--- src/three_channel_incremental_pid_speed_assert.svh ---
// Assertion macros for the three-channel incremental PID speed block
`ifndef THREE_CHANNEL_INCREMENTAL_PID_SPEED_ASSERT_SVH
`define THREE_CHANNEL_INCREMENTAL_PID_SPEED_ASSERT_SVH

// Same-cycle implication, sampled on clk, idle while rst_n is low
`define TCIPS_ASSERT_IMP(name, ante, cons) \
    name: assert property (@(posedge clk) disable iff (!rst_n) (ante) |-> (cons)) \
        else $error("tcips: same-cycle check failed");

// Next-cycle implication, sampled on clk, idle while rst_n is low
`define TCIPS_ASSERT_NXT(name, ante, cons) \
    name: assert property (@(posedge clk) disable iff (!rst_n) (ante) |=> (cons)) \
        else $error("tcips: next-cycle check failed");

`endif

--- src/tcips_pkg.sv ---
// Shared types and constants of the incremental PID speed block
`default_nettype none

package tcips_pkg;

    localparam int CHANNELS    = 3;
    localparam int TARGET_BITS = 12;
    localparam int LIMIT_BITS  = 24;
    localparam int DRIVE_BITS  = 8;
    localparam int ERR_BITS    = 16;
    localparam int FRAC_BITS   = 16;
    localparam int ACC_BITS    = 34;
    localparam int CFG_BITS    = LIMIT_BITS;
    localparam int CFG_IDX_BITS = $clog2(2 * CHANNELS);

    localparam int ERR_MAX = 32767;
    localparam int ERR_MIN = -32768;

    // Q0.16 gains
    localparam logic signed [15:0] GAIN_P = 16'sd16384;
    localparam logic signed [15:0] GAIN_I = 16'sd16;
    localparam logic signed [15:0] GAIN_D = 16'sd819;

    localparam logic [DRIVE_BITS-1:0] DRIVE_MAX = 8'd255;

    typedef enum logic [1:0] {
        DIR_STOP = 2'd0,
        DIR_CW   = 2'd1,
        DIR_CCW  = 2'd2
    } dir_t;

    typedef struct packed {
        logic trip;
    } lane_stat_t;

    typedef struct packed {
        logic [CHANNELS-1:0][DRIVE_BITS-1:0] drive;
        dir_t [CHANNELS-1:0]                 dir;
        logic                                reached;
    } result_t;

    function automatic dir_t dir_of(input logic signed [TARGET_BITS-1:0] target);
        dir_t d;
        if (target == '0)
            d = DIR_STOP;
        else if (target[TARGET_BITS-1])
            d = DIR_CCW;
        else
            d = DIR_CW;
        return d;
    endfunction

endpackage

`default_nettype wire

--- src/three_channel_incremental_pid_speed.sv ---
// Three-channel incremental PID speed controller, top level
//
// Input channel: in_valid/in_stall carry edge_0..edge_2, tick and start_req.
// A transfer takes place when in_valid is high and in_stall is low. Each
// transfer yields exactly one result on out_valid/out_stall: drive_0..2,
// direction_0..2 and distance_reached.
// The result is registered in the output buffer. Throughput: one item
// per cycle while in_stall is low. Each lane finishes its count and PID
// update within the cycle of the transfer, so a tick may follow a tick.
// Configuration: cfg_we writes register cfg_index (targets 0..2, then
// distance limits 0..2); write only while the block is idle.
// Reset clears all counts, errors, drives and the arm flag; directions stop.
// Receiver stall: the result register holds, one more result goes to a
// skid entry, and in_stall rises until the skid entry drains.
`default_nettype none

module three_channel_incremental_pid_speed #(
    parameter int COUNT_BITS = 24
) (
    input  logic                                  clk,
    input  logic                                  rst_n,
    input  logic                                  cfg_we,
    input  logic [tcips_pkg::CFG_IDX_BITS-1:0]    cfg_index,
    input  logic [tcips_pkg::CFG_BITS-1:0]        cfg_data,
    input  logic                                  in_valid,
    output logic                                  in_stall,
    input  logic                                  edge_0,
    input  logic                                  edge_1,
    input  logic                                  edge_2,
    input  logic                                  tick,
    input  logic                                  start_req,
    output logic                                  out_valid,
    input  logic                                  out_stall,
    output logic [tcips_pkg::DRIVE_BITS-1:0]      drive_0,
    output logic [tcips_pkg::DRIVE_BITS-1:0]      drive_1,
    output logic [tcips_pkg::DRIVE_BITS-1:0]      drive_2,
    output logic [1:0]                            direction_0,
    output logic [1:0]                            direction_1,
    output logic [1:0]                            direction_2,
    output logic                                  distance_reached
);
    import tcips_pkg::*;

    `include "three_channel_incremental_pid_speed_assert.svh"

    logic signed [CHANNELS-1:0][TARGET_BITS-1:0] target_reg;
    logic [CHANNELS-1:0][LIMIT_BITS-1:0]         limit_reg;

    logic                         load;
    logic [CHANNELS-1:0]          edges;
    lane_stat_t [CHANNELS-1:0]    stat;
    logic                         armed;
    result_t                      res;
    result_t                      res_out;
    logic                         skid_full;

    assign edges = {edge_2, edge_1, edge_0};
    assign load  = in_valid && !in_stall;

    // register writes; indexes past the list are ignored
    always_ff @(posedge clk or negedge rst_n)
    begin
        if (!rst_n)
        begin
            target_reg <= '0;
            limit_reg  <= '0;
        end
        else if (cfg_we)
        begin
            for (int c = 0; c < CHANNELS; c++)
            begin
                if (cfg_index == CFG_IDX_BITS'(c))
                    target_reg[c] <= cfg_data[TARGET_BITS-1:0];
                if (cfg_index == CFG_IDX_BITS'(c + CHANNELS))
                    limit_reg[c] <= cfg_data[LIMIT_BITS-1:0];
            end
        end
    end

    for (genvar c = 0; c < CHANNELS; c++)
    begin : g_lane
        tcips_lane #(
            .COUNT_BITS (COUNT_BITS)
        ) u_lane (
            .clk      (clk),
            .rst_n    (rst_n),
            .load     (load),
            .start    (start_req),
            .tick     (tick),
            .enc_edge (edges[c]),
            .armed    (armed),
            .target   (target_reg[c]),
            .limit    (limit_reg[c]),
            .drive    (res.drive[c]),
            .stat     (stat[c])
        );
    end

    tcips_merge u_merge (
        .clk     (clk),
        .rst_n   (rst_n),
        .load    (load),
        .start   (start_req),
        .target  (target_reg),
        .stat    (stat),
        .armed   (armed),
        .dir     (res.dir),
        .reached (res.reached)
    );

    tcips_outbuf u_outbuf (
        .clk       (clk),
        .rst_n     (rst_n),
        .load      (load),
        .res_in    (res),
        .out_stall (out_stall),
        .out_valid (out_valid),
        .res_out   (res_out),
        .skid_full (skid_full)
    );

    assign in_stall         = skid_full;
    assign drive_0          = res_out.drive[0];
    assign drive_1          = res_out.drive[1];
    assign drive_2          = res_out.drive[2];
    assign direction_0      = res_out.dir[0];
    assign direction_1      = res_out.dir[1];
    assign direction_2      = res_out.dir[2];
    assign distance_reached = res_out.reached;

    // skid entry only fills behind a waiting result
    `TCIPS_ASSERT_IMP(a_skid_behind_main, in_stall, out_valid)

    // a trip stops every channel in the same result
    `TCIPS_ASSERT_IMP(a_trip_stops_all, out_valid && distance_reached,
        direction_0 == DIR_STOP && direction_1 == DIR_STOP && direction_2 == DIR_STOP)

    // a start into an empty output shows cleared drives next cycle
    `TCIPS_ASSERT_NXT(a_start_clears, load && start_req && !out_valid,
        out_valid && drive_0 == '0 && drive_1 == '0 && drive_2 == '0 && !distance_reached)

    // a transferred trip needs a tick and the check armed
    `TCIPS_ASSERT_IMP(a_trip_needs_arm, load && res.reached, tick && armed && !start_req)

endmodule

`default_nettype wire

--- src/tcips_lane.sv ---
// One channel: edge counter, incremental PID update and distance compare
`default_nettype none

module tcips_lane #(
    parameter int COUNT_BITS = 24
) (
    input  logic                                      clk,
    input  logic                                      rst_n,
    input  logic                                      load,
    input  logic                                      start,
    input  logic                                      tick,
    input  logic                                      enc_edge,
    input  logic                                      armed,
    input  logic signed [tcips_pkg::TARGET_BITS-1:0]  target,
    input  logic [tcips_pkg::LIMIT_BITS-1:0]          limit,
    output logic [tcips_pkg::DRIVE_BITS-1:0]          drive,
    output tcips_pkg::lane_stat_t                     stat
);
    import tcips_pkg::*;

    localparam int CMP_BITS = (COUNT_BITS > LIMIT_BITS) ? COUNT_BITS : LIMIT_BITS;
    localparam int ERR_W    = COUNT_BITS + 2;

    logic [COUNT_BITS-1:0]          pulse_reg;
    logic [COUNT_BITS-1:0]          last_reg;
    logic signed [ERR_BITS-1:0]     last_err_reg;
    logic signed [ERR_BITS-1:0]     err_sum_reg;
    logic [DRIVE_BITS-1:0]          drive_reg;

    logic [COUNT_BITS-1:0]          pulse_inc;
    logic signed [COUNT_BITS:0]     delta;
    logic signed [TARGET_BITS:0]    tgt_ext;
    logic [TARGET_BITS:0]           mag;
    logic signed [ERR_W-1:0]        err_wide;
    logic signed [ERR_BITS-1:0]     err;
    logic signed [ERR_BITS:0]       sum_wide;
    logic signed [ERR_BITS-1:0]     sum_sat;
    logic signed [ERR_BITS:0]       dif;
    logic signed [ACC_BITS-1:0]     drive_term;
    logic signed [ACC_BITS-1:0]     p_term;
    logic signed [ACC_BITS-1:0]     i_term;
    logic signed [ACC_BITS-1:0]     d_term;
    logic signed [ACC_BITS-1:0]     acc;
    logic [DRIVE_BITS-1:0]          level;
    logic                           over;

    always_comb
    begin
        // saturating count, edges land before the tick
        pulse_inc = (enc_edge && (pulse_reg != '1)) ? pulse_reg + 1'b1 : pulse_reg;
        delta     = $signed({1'b0, pulse_inc}) - $signed({1'b0, last_reg});

        tgt_ext = {target[TARGET_BITS-1], target};
        mag     = tgt_ext[TARGET_BITS] ? unsigned'(-tgt_ext) : unsigned'(tgt_ext);

        err_wide = $signed({{(ERR_W-TARGET_BITS-1){1'b0}}, mag}) - ERR_W'(delta);
        if (err_wide > ERR_W'(ERR_MAX))
            err = ERR_BITS'(ERR_MAX);
        else if (err_wide < ERR_W'(ERR_MIN))
            err = ERR_BITS'(ERR_MIN);
        else
            err = err_wide[ERR_BITS-1:0];

        sum_wide = (ERR_BITS+1)'(err_sum_reg) + (ERR_BITS+1)'(err);
        if (sum_wide > (ERR_BITS+1)'(ERR_MAX))
            sum_sat = ERR_BITS'(ERR_MAX);
        else if (sum_wide < (ERR_BITS+1)'(ERR_MIN))
            sum_sat = ERR_BITS'(ERR_MIN);
        else
            sum_sat = sum_wide[ERR_BITS-1:0];

        dif = (ERR_BITS+1)'(err) - (ERR_BITS+1)'(last_err_reg);

        drive_term = $signed(ACC_BITS'({drive_reg, {FRAC_BITS{1'b0}}}));
        p_term     = err * GAIN_P;
        i_term     = sum_sat * GAIN_I;
        d_term     = dif * GAIN_D;
        acc        = drive_term + p_term + i_term + d_term;

        // truncation toward zero: a negative sum always clamps to zero
        if (acc[ACC_BITS-1])
            level = '0;
        else if (|acc[ACC_BITS-2:FRAC_BITS+DRIVE_BITS])
            level = DRIVE_MAX;
        else
            level = acc[FRAC_BITS+DRIVE_BITS-1:FRAC_BITS];

        over = armed && (CMP_BITS'(pulse_inc) > CMP_BITS'(limit));

        stat.trip = tick && !start && over;

        if (start)
            drive = '0;
        else if (tick)
            drive = level;
        else
            drive = drive_reg;
    end

    always_ff @(posedge clk or negedge rst_n)
    begin
        if (!rst_n)
        begin
            pulse_reg    <= '0;
            last_reg     <= '0;
            last_err_reg <= '0;
            err_sum_reg  <= '0;
            drive_reg    <= '0;
        end
        else if (load)
        begin
            if (start)
            begin
                pulse_reg    <= '0;
                last_reg     <= '0;
                last_err_reg <= '0;
                err_sum_reg  <= '0;
                drive_reg    <= '0;
            end
            else if (tick)
            begin
                last_reg     <= pulse_inc;
                last_err_reg <= err;
                err_sum_reg  <= sum_sat;
                drive_reg    <= level;
                // drop the count on a trip, keep the tick snapshot
                pulse_reg    <= over ? '0 : pulse_inc;
            end
            else
            begin
                pulse_reg <= pulse_inc;
            end
        end
    end

endmodule

`default_nettype wire

--- src/tcips_merge.sv ---
// Merge of lane trip flags: arm state, directions and distance flag
`default_nettype none

module tcips_merge (
    input  logic                                                      clk,
    input  logic                                                      rst_n,
    input  logic                                                      load,
    input  logic                                                      start,
    input  logic signed [tcips_pkg::CHANNELS-1:0][tcips_pkg::TARGET_BITS-1:0] target,
    input  tcips_pkg::lane_stat_t [tcips_pkg::CHANNELS-1:0]           stat,
    output logic                                                      armed,
    output tcips_pkg::dir_t [tcips_pkg::CHANNELS-1:0]                 dir,
    output logic                                                      reached
);
    import tcips_pkg::*;

    logic                   armed_reg;
    dir_t [CHANNELS-1:0]    dir_reg;
    dir_t [CHANNELS-1:0]    dir_next;
    logic                   armed_next;
    logic                   tripped;

    always_comb
    begin
        tripped = 1'b0;
        for (int c = 0; c < CHANNELS; c++)
            tripped = tripped | stat[c].trip;

        armed_next = armed_reg;
        dir_next   = dir_reg;
        if (start)
        begin
            armed_next = 1'b1;
            for (int c = 0; c < CHANNELS; c++)
                dir_next[c] = dir_of(target[c]);
        end
        else if (tripped)
        begin
            armed_next = 1'b0;
            for (int c = 0; c < CHANNELS; c++)
                dir_next[c] = DIR_STOP;
        end
    end

    assign armed   = armed_reg;
    assign dir     = dir_next;
    assign reached = tripped;

    always_ff @(posedge clk or negedge rst_n)
    begin
        if (!rst_n)
        begin
            armed_reg <= 1'b0;
            for (int c = 0; c < CHANNELS; c++)
                dir_reg[c] <= DIR_STOP;
        end
        else if (load)
        begin
            armed_reg <= armed_next;
            dir_reg   <= dir_next;
        end
    end

endmodule

`default_nettype wire

--- src/tcips_outbuf.sv ---
// Result register with one skid entry
`default_nettype none

module tcips_outbuf (
    input  logic                  clk,
    input  logic                  rst_n,
    input  logic                  load,
    input  tcips_pkg::result_t    res_in,
    input  logic                  out_stall,
    output logic                  out_valid,
    output tcips_pkg::result_t    res_out,
    output logic                  skid_full
);
    import tcips_pkg::*;

    logic       main_valid_reg;
    logic       skid_valid_reg;
    result_t    main_reg;
    result_t    skid_reg;
    logic       drain;
    logic       to_main;

    assign drain   = main_valid_reg && !out_stall;
    assign to_main = !main_valid_reg || !out_stall;

    always_ff @(posedge clk or negedge rst_n)
    begin
        if (!rst_n)
        begin
            main_valid_reg <= 1'b0;
            skid_valid_reg <= 1'b0;
        end
        else if (load)
        begin
            if (to_main)
                main_valid_reg <= 1'b1;
            else
                skid_valid_reg <= 1'b1;
        end
        else if (drain)
        begin
            // advance the skid entry, if any
            main_valid_reg <= skid_valid_reg;
            skid_valid_reg <= 1'b0;
        end
    end

    always_ff @(posedge clk)
    begin
        if (load && to_main)
            main_reg <= res_in;
        else if (load)
            skid_reg <= res_in;
        else if (drain && skid_valid_reg)
            main_reg <= skid_reg;
    end

    assign out_valid = main_valid_reg;
    assign res_out   = main_reg;
    assign skid_full = skid_valid_reg;

endmodule

`default_nettype wire
--- config.mk ---
export PLATFORM = sky130hd
export DESIGN_NAME = three_channel_incremental_pid_speed
export DESIGN_NICKNAME = d
export VERILOG_FILES = /design/src/tcips_pkg.sv /design/src/three_channel_incremental_pid_speed.sv /design/src/tcips_lane.sv /design/src/tcips_merge.sv /design/src/tcips_outbuf.sv
export VERILOG_INCLUDE_DIRS = /design/src /design/src/src
export SDC_FILE = /design/constraint.sdc
export NUM_CORES = 2
export LEC_CHECK = 0
export ABC_CLOCK_PERIOD_IN_PS = 21000
export BUFFER_PORTS_ARGS = -buffer_cell sky130_fd_sc_hd__clkbuf_2
export CAP_MARGIN = 10
export CORE_MARGIN = 4
export CORE_UTILIZATION = 45
export CTS_CLUSTER_DIAMETER = 50
export DETAILED_ROUTE_END_ITERATION = 12
export PLACE_DENSITY = 0.63
export SLEW_MARGIN = 30
export SYNTH_ARGS = -nofsm -noshare
export SYNTH_HDL_FRONTEND = slang
export SYNTH_SLANG_ARGS = --single-unit
--- constraint.sdc ---
create_clock -name clk -period 21 [get_ports clk]
set_clock_uncertainty 0.05 [all_clocks]
set_input_delay 4.2 -clock clk [delete_from_list [all_inputs] [get_ports clk]]
set_output_delay 4.2 -clock clk [all_outputs]
set_load 0.01 [all_outputs]
* Word level (Yosys, flattened, before mapping)
Cells that the tools add are included.
** Storage, ports and cells
- Bits in registers :: 443
- Input port bits :: 37
- Output and inout port bits :: 33
- Logic and storage cells :: 218
** Cells by class
- Add/sub/neg operators :: 27
- Multiply operators :: 3
- Order comparisons :: 15
- Eq/ne operators :: 11
- Muxes and demuxes :: 76
- Bitwise operators :: 3
- Reduce and logical (&&, ||, !) cells :: 42
** Operators by type and width (number)
- 24-bit two-way mux :: 18
- 16-bit two-way mux :: 24
- 34-bit adder :: 3
- 31-bit by 20-bit adder with 32-bit output :: 3
- 8-bit two-way mux :: 12
- 25-bit by 30-bit adder with 31-bit output :: 3
- 31-bit two-way mux :: 3
- 17-bit by 11-bit multiplier with 28-bit output, second input constant :: 3
- 26-bit by 16-bit > comparator with 1-bit output, second input constant :: 3
- 26-bit by 16-bit < comparator with 1-bit output, second input constant :: 3
- 14-bit by 25-bit subtractor with 26-bit output :: 3
- 24-bit by 24-bit subtractor with 25-bit output :: 3
- 24-bit by 1-bit adder with 24-bit output, second input constant :: 3
- 24-bit > comparator :: 3
- 24-bit inequality test, second input constant :: 3
- 16-bit by 16-bit adder with 17-bit output :: 3
- 17-bit by 16-bit > comparator with 1-bit output, second input constant :: 3
- 17-bit by 16-bit < comparator with 1-bit output, second input constant :: 3
- 16-bit by 16-bit subtractor with 17-bit output :: 3
- 13-bit two-way mux :: 3
- 12-bit negator with 13-bit output :: 3
- 12-bit logical NOT :: 3
- 9-bit OR reduction :: 3
- 2-bit AND reduction :: 12
- 14 further kinds :: 51

* Depth between registers and ports, before layout
- Word-level depth :: 20
- Mapped depth :: 76
- Mapped depth without buffers :: 74

* Cells and area by module
Synthesis repeated with hierarchy kept, for this count alone.
** Second synthesis, totals
- Cells, all modules :: 5269
- Area, all modules :: 48915.7 um^2
** By module, submodules not included
- tcips_lane at g_lane[1].u_lane :: instances 1, cells an instance 1648, area each 14069.7 um^2, sequential area each 2202.1 um^2
- tcips_lane at g_lane[2].u_lane :: instances 1, cells an instance 1612, area each 13953.4 um^2, sequential area each 2202.1 um^2
- tcips_lane at g_lane[0].u_lane :: instances 1, cells an instance 1625, area each 13934.6 um^2, sequential area each 2202.1 um^2
- three_channel_incremental_pid_speed :: instances 1, cells an instance 233, area each 4147.7 um^2, sequential area each 2702.6 um^2
- tcips_outbuf :: instances 1, cells an instance 107, area each 2372.3 um^2, sequential area each 1911.8 um^2
- tcips_merge :: instances 1, cells an instance 44, area each 437.9 um^2, sequential area each 175.2 um^2

* Worst setup path before layout
No wires, ideal clock.
- Path type :: input port to flip-flop
- From :: in edge_2
- To :: reg u_outbuf.main_reg (netlist bit u_outbuf.res_out[24]), data pin
- Library setup time :: 275 ps
- Arrival time :: 19241 ps
- Required time :: 20675 ps
- Slack :: 1434 ps
- Stages on the path :: 69
- Buffers on the path :: 3
- Cell sequence :: o31a_1 clkbuf_1 and4_1 and2_1 nand4_1 xor2_1 inv_1 ha_1 or3_1 o221a_2 o21ai_0 nand2b_1 xnor2_1 ha_1 nand3_1 o2111ai_1 o21ai_0 nor2_1 [33 not listed] o2111ai_1 nand3_1 o41a_1 a21o_1 a21oi_1 xor2_1 ha_1 and4_1 and4_1 nand2_1 nor2_1 a211oi_1 o31ai_1 xor2_1 nor3_1 nand4_1 nor2_1 o221ai_1
** On the way
- Longest elaborated chain between the ends :: 19
- Elaborated cells between the ends (all ways) :: 24
- Those cells by class :: 7 x add/sub; 1 x mul; 4 x order compare; 10 x mux; 2 x reduce/logical
** Ends and longest elaborated chain
- from (decl) :: RTL line three_channel_incremental_pid_speed.sv:29 : input logic edge_2,
- 1-bit logical AND * :: RTL line tcips_lane.sv:50 : pulse_inc = (enc_edge && (pulse_reg != '1)) ? pulse_reg + 1'b1 : pulse_reg;
- 24-bit two-way mux * :: RTL line tcips_lane.sv:50
- 24-bit by 24-bit subtractor with 25-bit output * :: RTL line tcips_lane.sv:51 : delta = $signed({1'b0, pulse_inc}) - $signed({1'b0, last_reg});
- 14-bit by 25-bit subtractor with 26-bit output * :: RTL line tcips_lane.sv:56 : err_wide = $signed({{(ERR_W-TARGET_BITS-1){1'b0}}, mag}) - ERR_W'(delta);
- 26-bit by 16-bit < comparator with 1-bit output :: RTL line tcips_lane.sv:59 : else if (err_wide < ERR_W'(ERR_MIN))
- 16-bit two-way mux :: RTL line tcips_lane.sv:59
- 16-bit two-way mux * :: RTL line tcips_lane.sv:57 : if (err_wide > ERR_W'(ERR_MAX))
- 16-bit by 16-bit adder with 17-bit output :: RTL line tcips_lane.sv:64 : sum_wide = (ERR_BITS+1)'(err_sum_reg) + (ERR_BITS+1)'(err);
- [2 not listed]
- 16-bit two-way mux :: RTL line tcips_lane.sv:65 : if (sum_wide > (ERR_BITS+1)'(ERR_MAX))
- 31-bit by 20-bit adder with 32-bit output :: RTL line tcips_lane.sv:78 : acc = drive_term + p_term + i_term + d_term;
- 34-bit adder * :: RTL line tcips_lane.sv:78
- 9-bit OR reduction :: RTL line tcips_lane.sv:83 : else if (|acc[ACC_BITS-2:FRAC_BITS+DRIVE_BITS])
- 8-bit two-way mux :: RTL line tcips_lane.sv:83
- 8-bit two-way mux * :: RTL line tcips_lane.sv:81 : if (acc[ACC_BITS-1])
- 8-bit two-way mux * (2 in series)
- 31-bit two-way mux * :: RTL line tcips_outbuf.sv:50 : if (load && to_main)
- to (signal assigned) :: RTL line tcips_outbuf.sv:51 : main_reg <= res_in;
- to (signal assigned) :: RTL line tcips_outbuf.sv:55 : main_reg <= skid_reg;
- to (decl) :: RTL line tcips_outbuf.sv:18 : result_t main_reg;
Mark *: on every way between the ends. The rest lies on a longest branch, timed or not.
A chain may end at the register's enable or synchronous reset.

* Worst setup path after layout
Ends and elaborated chain as after synthesis.

==> flow_summary.json <==
{
  "worstHoldPathType": "register to register",
  "die_width_um": 336,
  "clock_sinks": 443,
  "diodes": 0,
  "placed_cells_incl_taps": 7013,
  "dp_worst_setup_slack_ps": 422,
  "min_delay_path_depth": 2,
  "fp-row-count": 119,
  "fp.dieArea_sq_mm": 0.113,
  "worst-path-stages": 64,
  "fin_hold_ws_ps": 428,
  "endpoint_with_the_worst_hold_slack": "g_lane[2].u_lane.last_reg[7]",
  "final-seq-area_sq_mm": 0.0114,
  "tritoncts.num_buffers": 66,
  "drt_iter0_markers": 2679,
  "ios": 70,
  "ys_ff_latch": 443,
  "worstMarginPinSlew_ps": 1050,
  "clk_latency_ps": 640,
  "initial_cell_density_of_the_core_pct": 45.6,
  "synth_edf_count": 62,
  "slew_headroom_pct": 29.2,
  "max-clock-path-buffers": 3,
  "synthDistinctLibCells": 95,
  "worstRegToRegCells": 70,
  "yosys_warnings": 0,
  "first_global_vias": 38900,
  "post_synth_fa_ha_maj_area_fraction_pct": 25.2,
  "routed_vias": 40300,
  "endpoint_kind": "register",
  "slowest_cell_delay_on_critical_path_ps": 590,
  "status": "completed",
  "path_delay_family": "compound AO/OA/AOI/OAI gates",
  "number_of_slew_limit_violations_in_the_final_report": 0,
  "synthesis.area_sq_mm": 0.0483,
  "drc": 0,
  "nNetsFinal": 6571,
  "crit_arrival_ps": 19910,
  "final_cell_count_no_fill": 7136,
  "final.fill_count": 10100,
  "syn_area_per_cell_sq_um": 8.55,
  "cts_tree": "built",
  "reg2reg_to": "u_outbuf.res_out[16]",
  "cap_viol_max_count": 0,
  "report.final.hold_viol_count": 0,
  "place_hpwl_mm": 103,
  "finalWorstSetupSlack_ps": 1390,
  "critical_path.slowest_cell": "sky130_fd_sc_hd__fa_1",
  "firstDrtPassIters": 6,
  "setup_viol": 0,
  "gp_congestion": 0.909,
  "mostFrequentLayoutCells": "716 x sky130_fd_sc_hd__inv_1, 621 x sky130_fd_sc_hd__ha_1, 499 x sky130_fd_sc_hd__nand2_1, 455 x sky130_fd_sc_hd__o21ai_0, 381 x sky130_fd_sc_hd__dfrtp_1",
  "critical_path_peak_fanout": 15,
  "cts.clk_slew.worst_paths_ps": 60,
  "grt_pass1_wl_mm": 210,
  "avgRoutedWirePerCell_um": 18.4,
  "htree_levels": 3,
  "final_common_cell": "sky130_fd_sc_hd__inv_1",
  "share_of_synthesized_area_spent_on_multiplexers_pct": 2.56,
  "setup_slack_of_the_worst_register_to_register_path_ps": 3880,
  "synth_simple_gate_area_share_pct": 14.2,
  "synth.yosys.seq_area_share_pct": 23.6,
  "clock_tree_root_buffer_cell": "sky130_fd_sc_hd__clkbuf_16",
  "max_clock_freq_ghz": 0.0510,
  "maximum_number_of_pins_on_one_net_before_global_route_repair": 157,
  "antenna_left": 0,
  "synth_largest_type_area_fraction_pct": 19.7,
  "layout-drive-gt1-share_pct": 6.93,
  "number_of_antenna_violations_at_the_first_check_in_global_routing": 2,
  "multi_input_gate_area_sq_mm": 0.0339,
  "post-route-period-util_pct": 93.4,
  "rsz0062_at_grt": "no",
  "port_buffers": 69,
  "asyncSetResetFlopFracSynth_pct": 86.0,
  "cts_hold_repair.buffers": 0,
  "synth_flop_cell": "sky130_fd_sc_hd__dfrtp_1",
  "area_delta_synth_final_pct": 9.24,
  "synth.top_cells.by_area": "sky130_fd_sc_hd__dfrtp_1 20%, sky130_fd_sc_hd__ha_1 16%, sky130_fd_sc_hd__fa_1 9.1%",
  "reg2reg_from": "g_lane[1].u_lane.pulse_reg[0]",
  "globalRoute.totalOverflow": 0,
  "cp.required_ps": 21300,
  "critPathBufInv": 6,
  "timing.setup.tns_ps": 0,
  "track_usage_pct": 23.0,
  "die_h_um": 336,
  "synthCells": 5652,
  "post-route-min-period_ps": 19610,
  "synth_xor_xnor_area_share_pct": 7.18,
  "finalWirelength_mm": 131,
  "hold_start": "g_lane[2].u_lane.last_reg[7]",
  "synth_top_family_by_area": "adder cells",
  "synth-compound-area-share_pct": 20.6,
  "post-synth-top-area-cell": "sky130_fd_sc_hd__dfrtp_1",
  "detail_route.vias_per_cell": 5.64,
  "floorplan.core_area_sq_mm": 0.106,
  "worstSetupPathType": "primary input to register",
  "critPathLaunchType": "primary input"
}
Yosys cell counts (56+ instances only):
cell,n
sky130_fd_sc_hd__xnor2_1,256
sky130_fd_sc_hd__o21a_1,74
sky130_fd_sc_hd__fa_1,219
sky130_fd_sc_hd__dfrtp_1,381
sky130_fd_sc_hd__ha_1,621
sky130_fd_sc_hd__nand3_1,95
sky130_fd_sc_hd__nand2b_1,97
sky130_fd_sc_hd__xor2_1,140
sky130_fd_sc_hd__a21o_1,153
sky130_fd_sc_hd__edfxtp_1,62
sky130_fd_sc_hd__nor2b_1,72
sky130_fd_sc_hd__o31ai_1,56
sky130_fd_sc_hd__nand4_1,60
sky130_fd_sc_hd__a22o_1,89
sky130_fd_sc_hd__nand2_1,501
sky130_fd_sc_hd__o21ai_0,463
sky130_fd_sc_hd__nor3_1,78
sky130_fd_sc_hd__inv_1,717
sky130_fd_sc_hd__nor2_1,359
sky130_fd_sc_hd__mux2_2,86
sky130_fd_sc_hd__clkbuf_1,137
sky130_fd_sc_hd__a21oi_1,325
worst reg2reg max path, delay by kind of cell, from the launching register on:
family	cells	cell delay, ps
AOI/OAI and AO/OA	32	6990
adders and majority gates	10	3820
and+or+nand+nor	16	3320
xor gates and xnor gates	4	1000
buffers and inverters	7	850
DFF	1	430
muxes	1	430
timing repair:
item,in CTS,in global routing
setup endpoints to repair,0,51
gates resized for setup,0,12
setup buffers,0,3
layer usage:
layer  vias to the layer above  wire length (um)  share of wire (%)  global-route usage [%]
met2                       894             59200                 45                    36.8
met5                         -                 0                  0                       0
met1                     19400             62800                 48                    33.1
met3                       189              5810                4.4                    2.61
li1                      19800                 -                  -                       -
met4                         0              3330                2.5                    5.83
through the flow:
| step | util (%) | area [sq um] |
|---|---|---|
| after floorplan | - | 48300 |
| after global placement | 47.5 | 50300 |
| after detailed placement | 47.6 | 50400 |
| after CTS | 49.7 | 52700 |
| after global routing | 49.8 | 52800 |
| final | 49.8 | 52800 |
how the worst max path moves through the flow:
stage / from / end
after floorplan: edge_2 / u_outbuf.res_out[24]
after detailed placement: edge_1 / u_outbuf.res_out[16]
final: edge_2 / u_outbuf.res_out[24]
after global routing: edge_1 / u_outbuf.res_out[16]
after CTS: edge_1 / u_outbuf.res_out[16]
after global placement: edge_1 / u_outbuf.res_out[16]
cell families (layout without fill, tap and decap cells):
group                      after synthesis  count (layout)
adders and majority gates              843             843
buffers and inverters                  862             953
AOI/OAI and AO/OA                     1542            1542
DFF                                    443             443
and+or+nand+nor                       1454            1454
xor gates and xnor gates               396             396
muxes                                  111             111
other                                    1               3
final cells by class:
class / instances / area share [%]
timing repair buffer: 117 / 1.53
multi-input combinational: 4349 / 64.2
clock inverter: 44 / 1.06
sequential: 443 / 21.6
clock buffer: 75 / 3.23
tap: 1391 / 3.30
inverter: 717 / 5.10
Power is left out: the tool's default activity adds up to more than one toggle a clock period on the data nets, which glitch-free logic cannot reach.
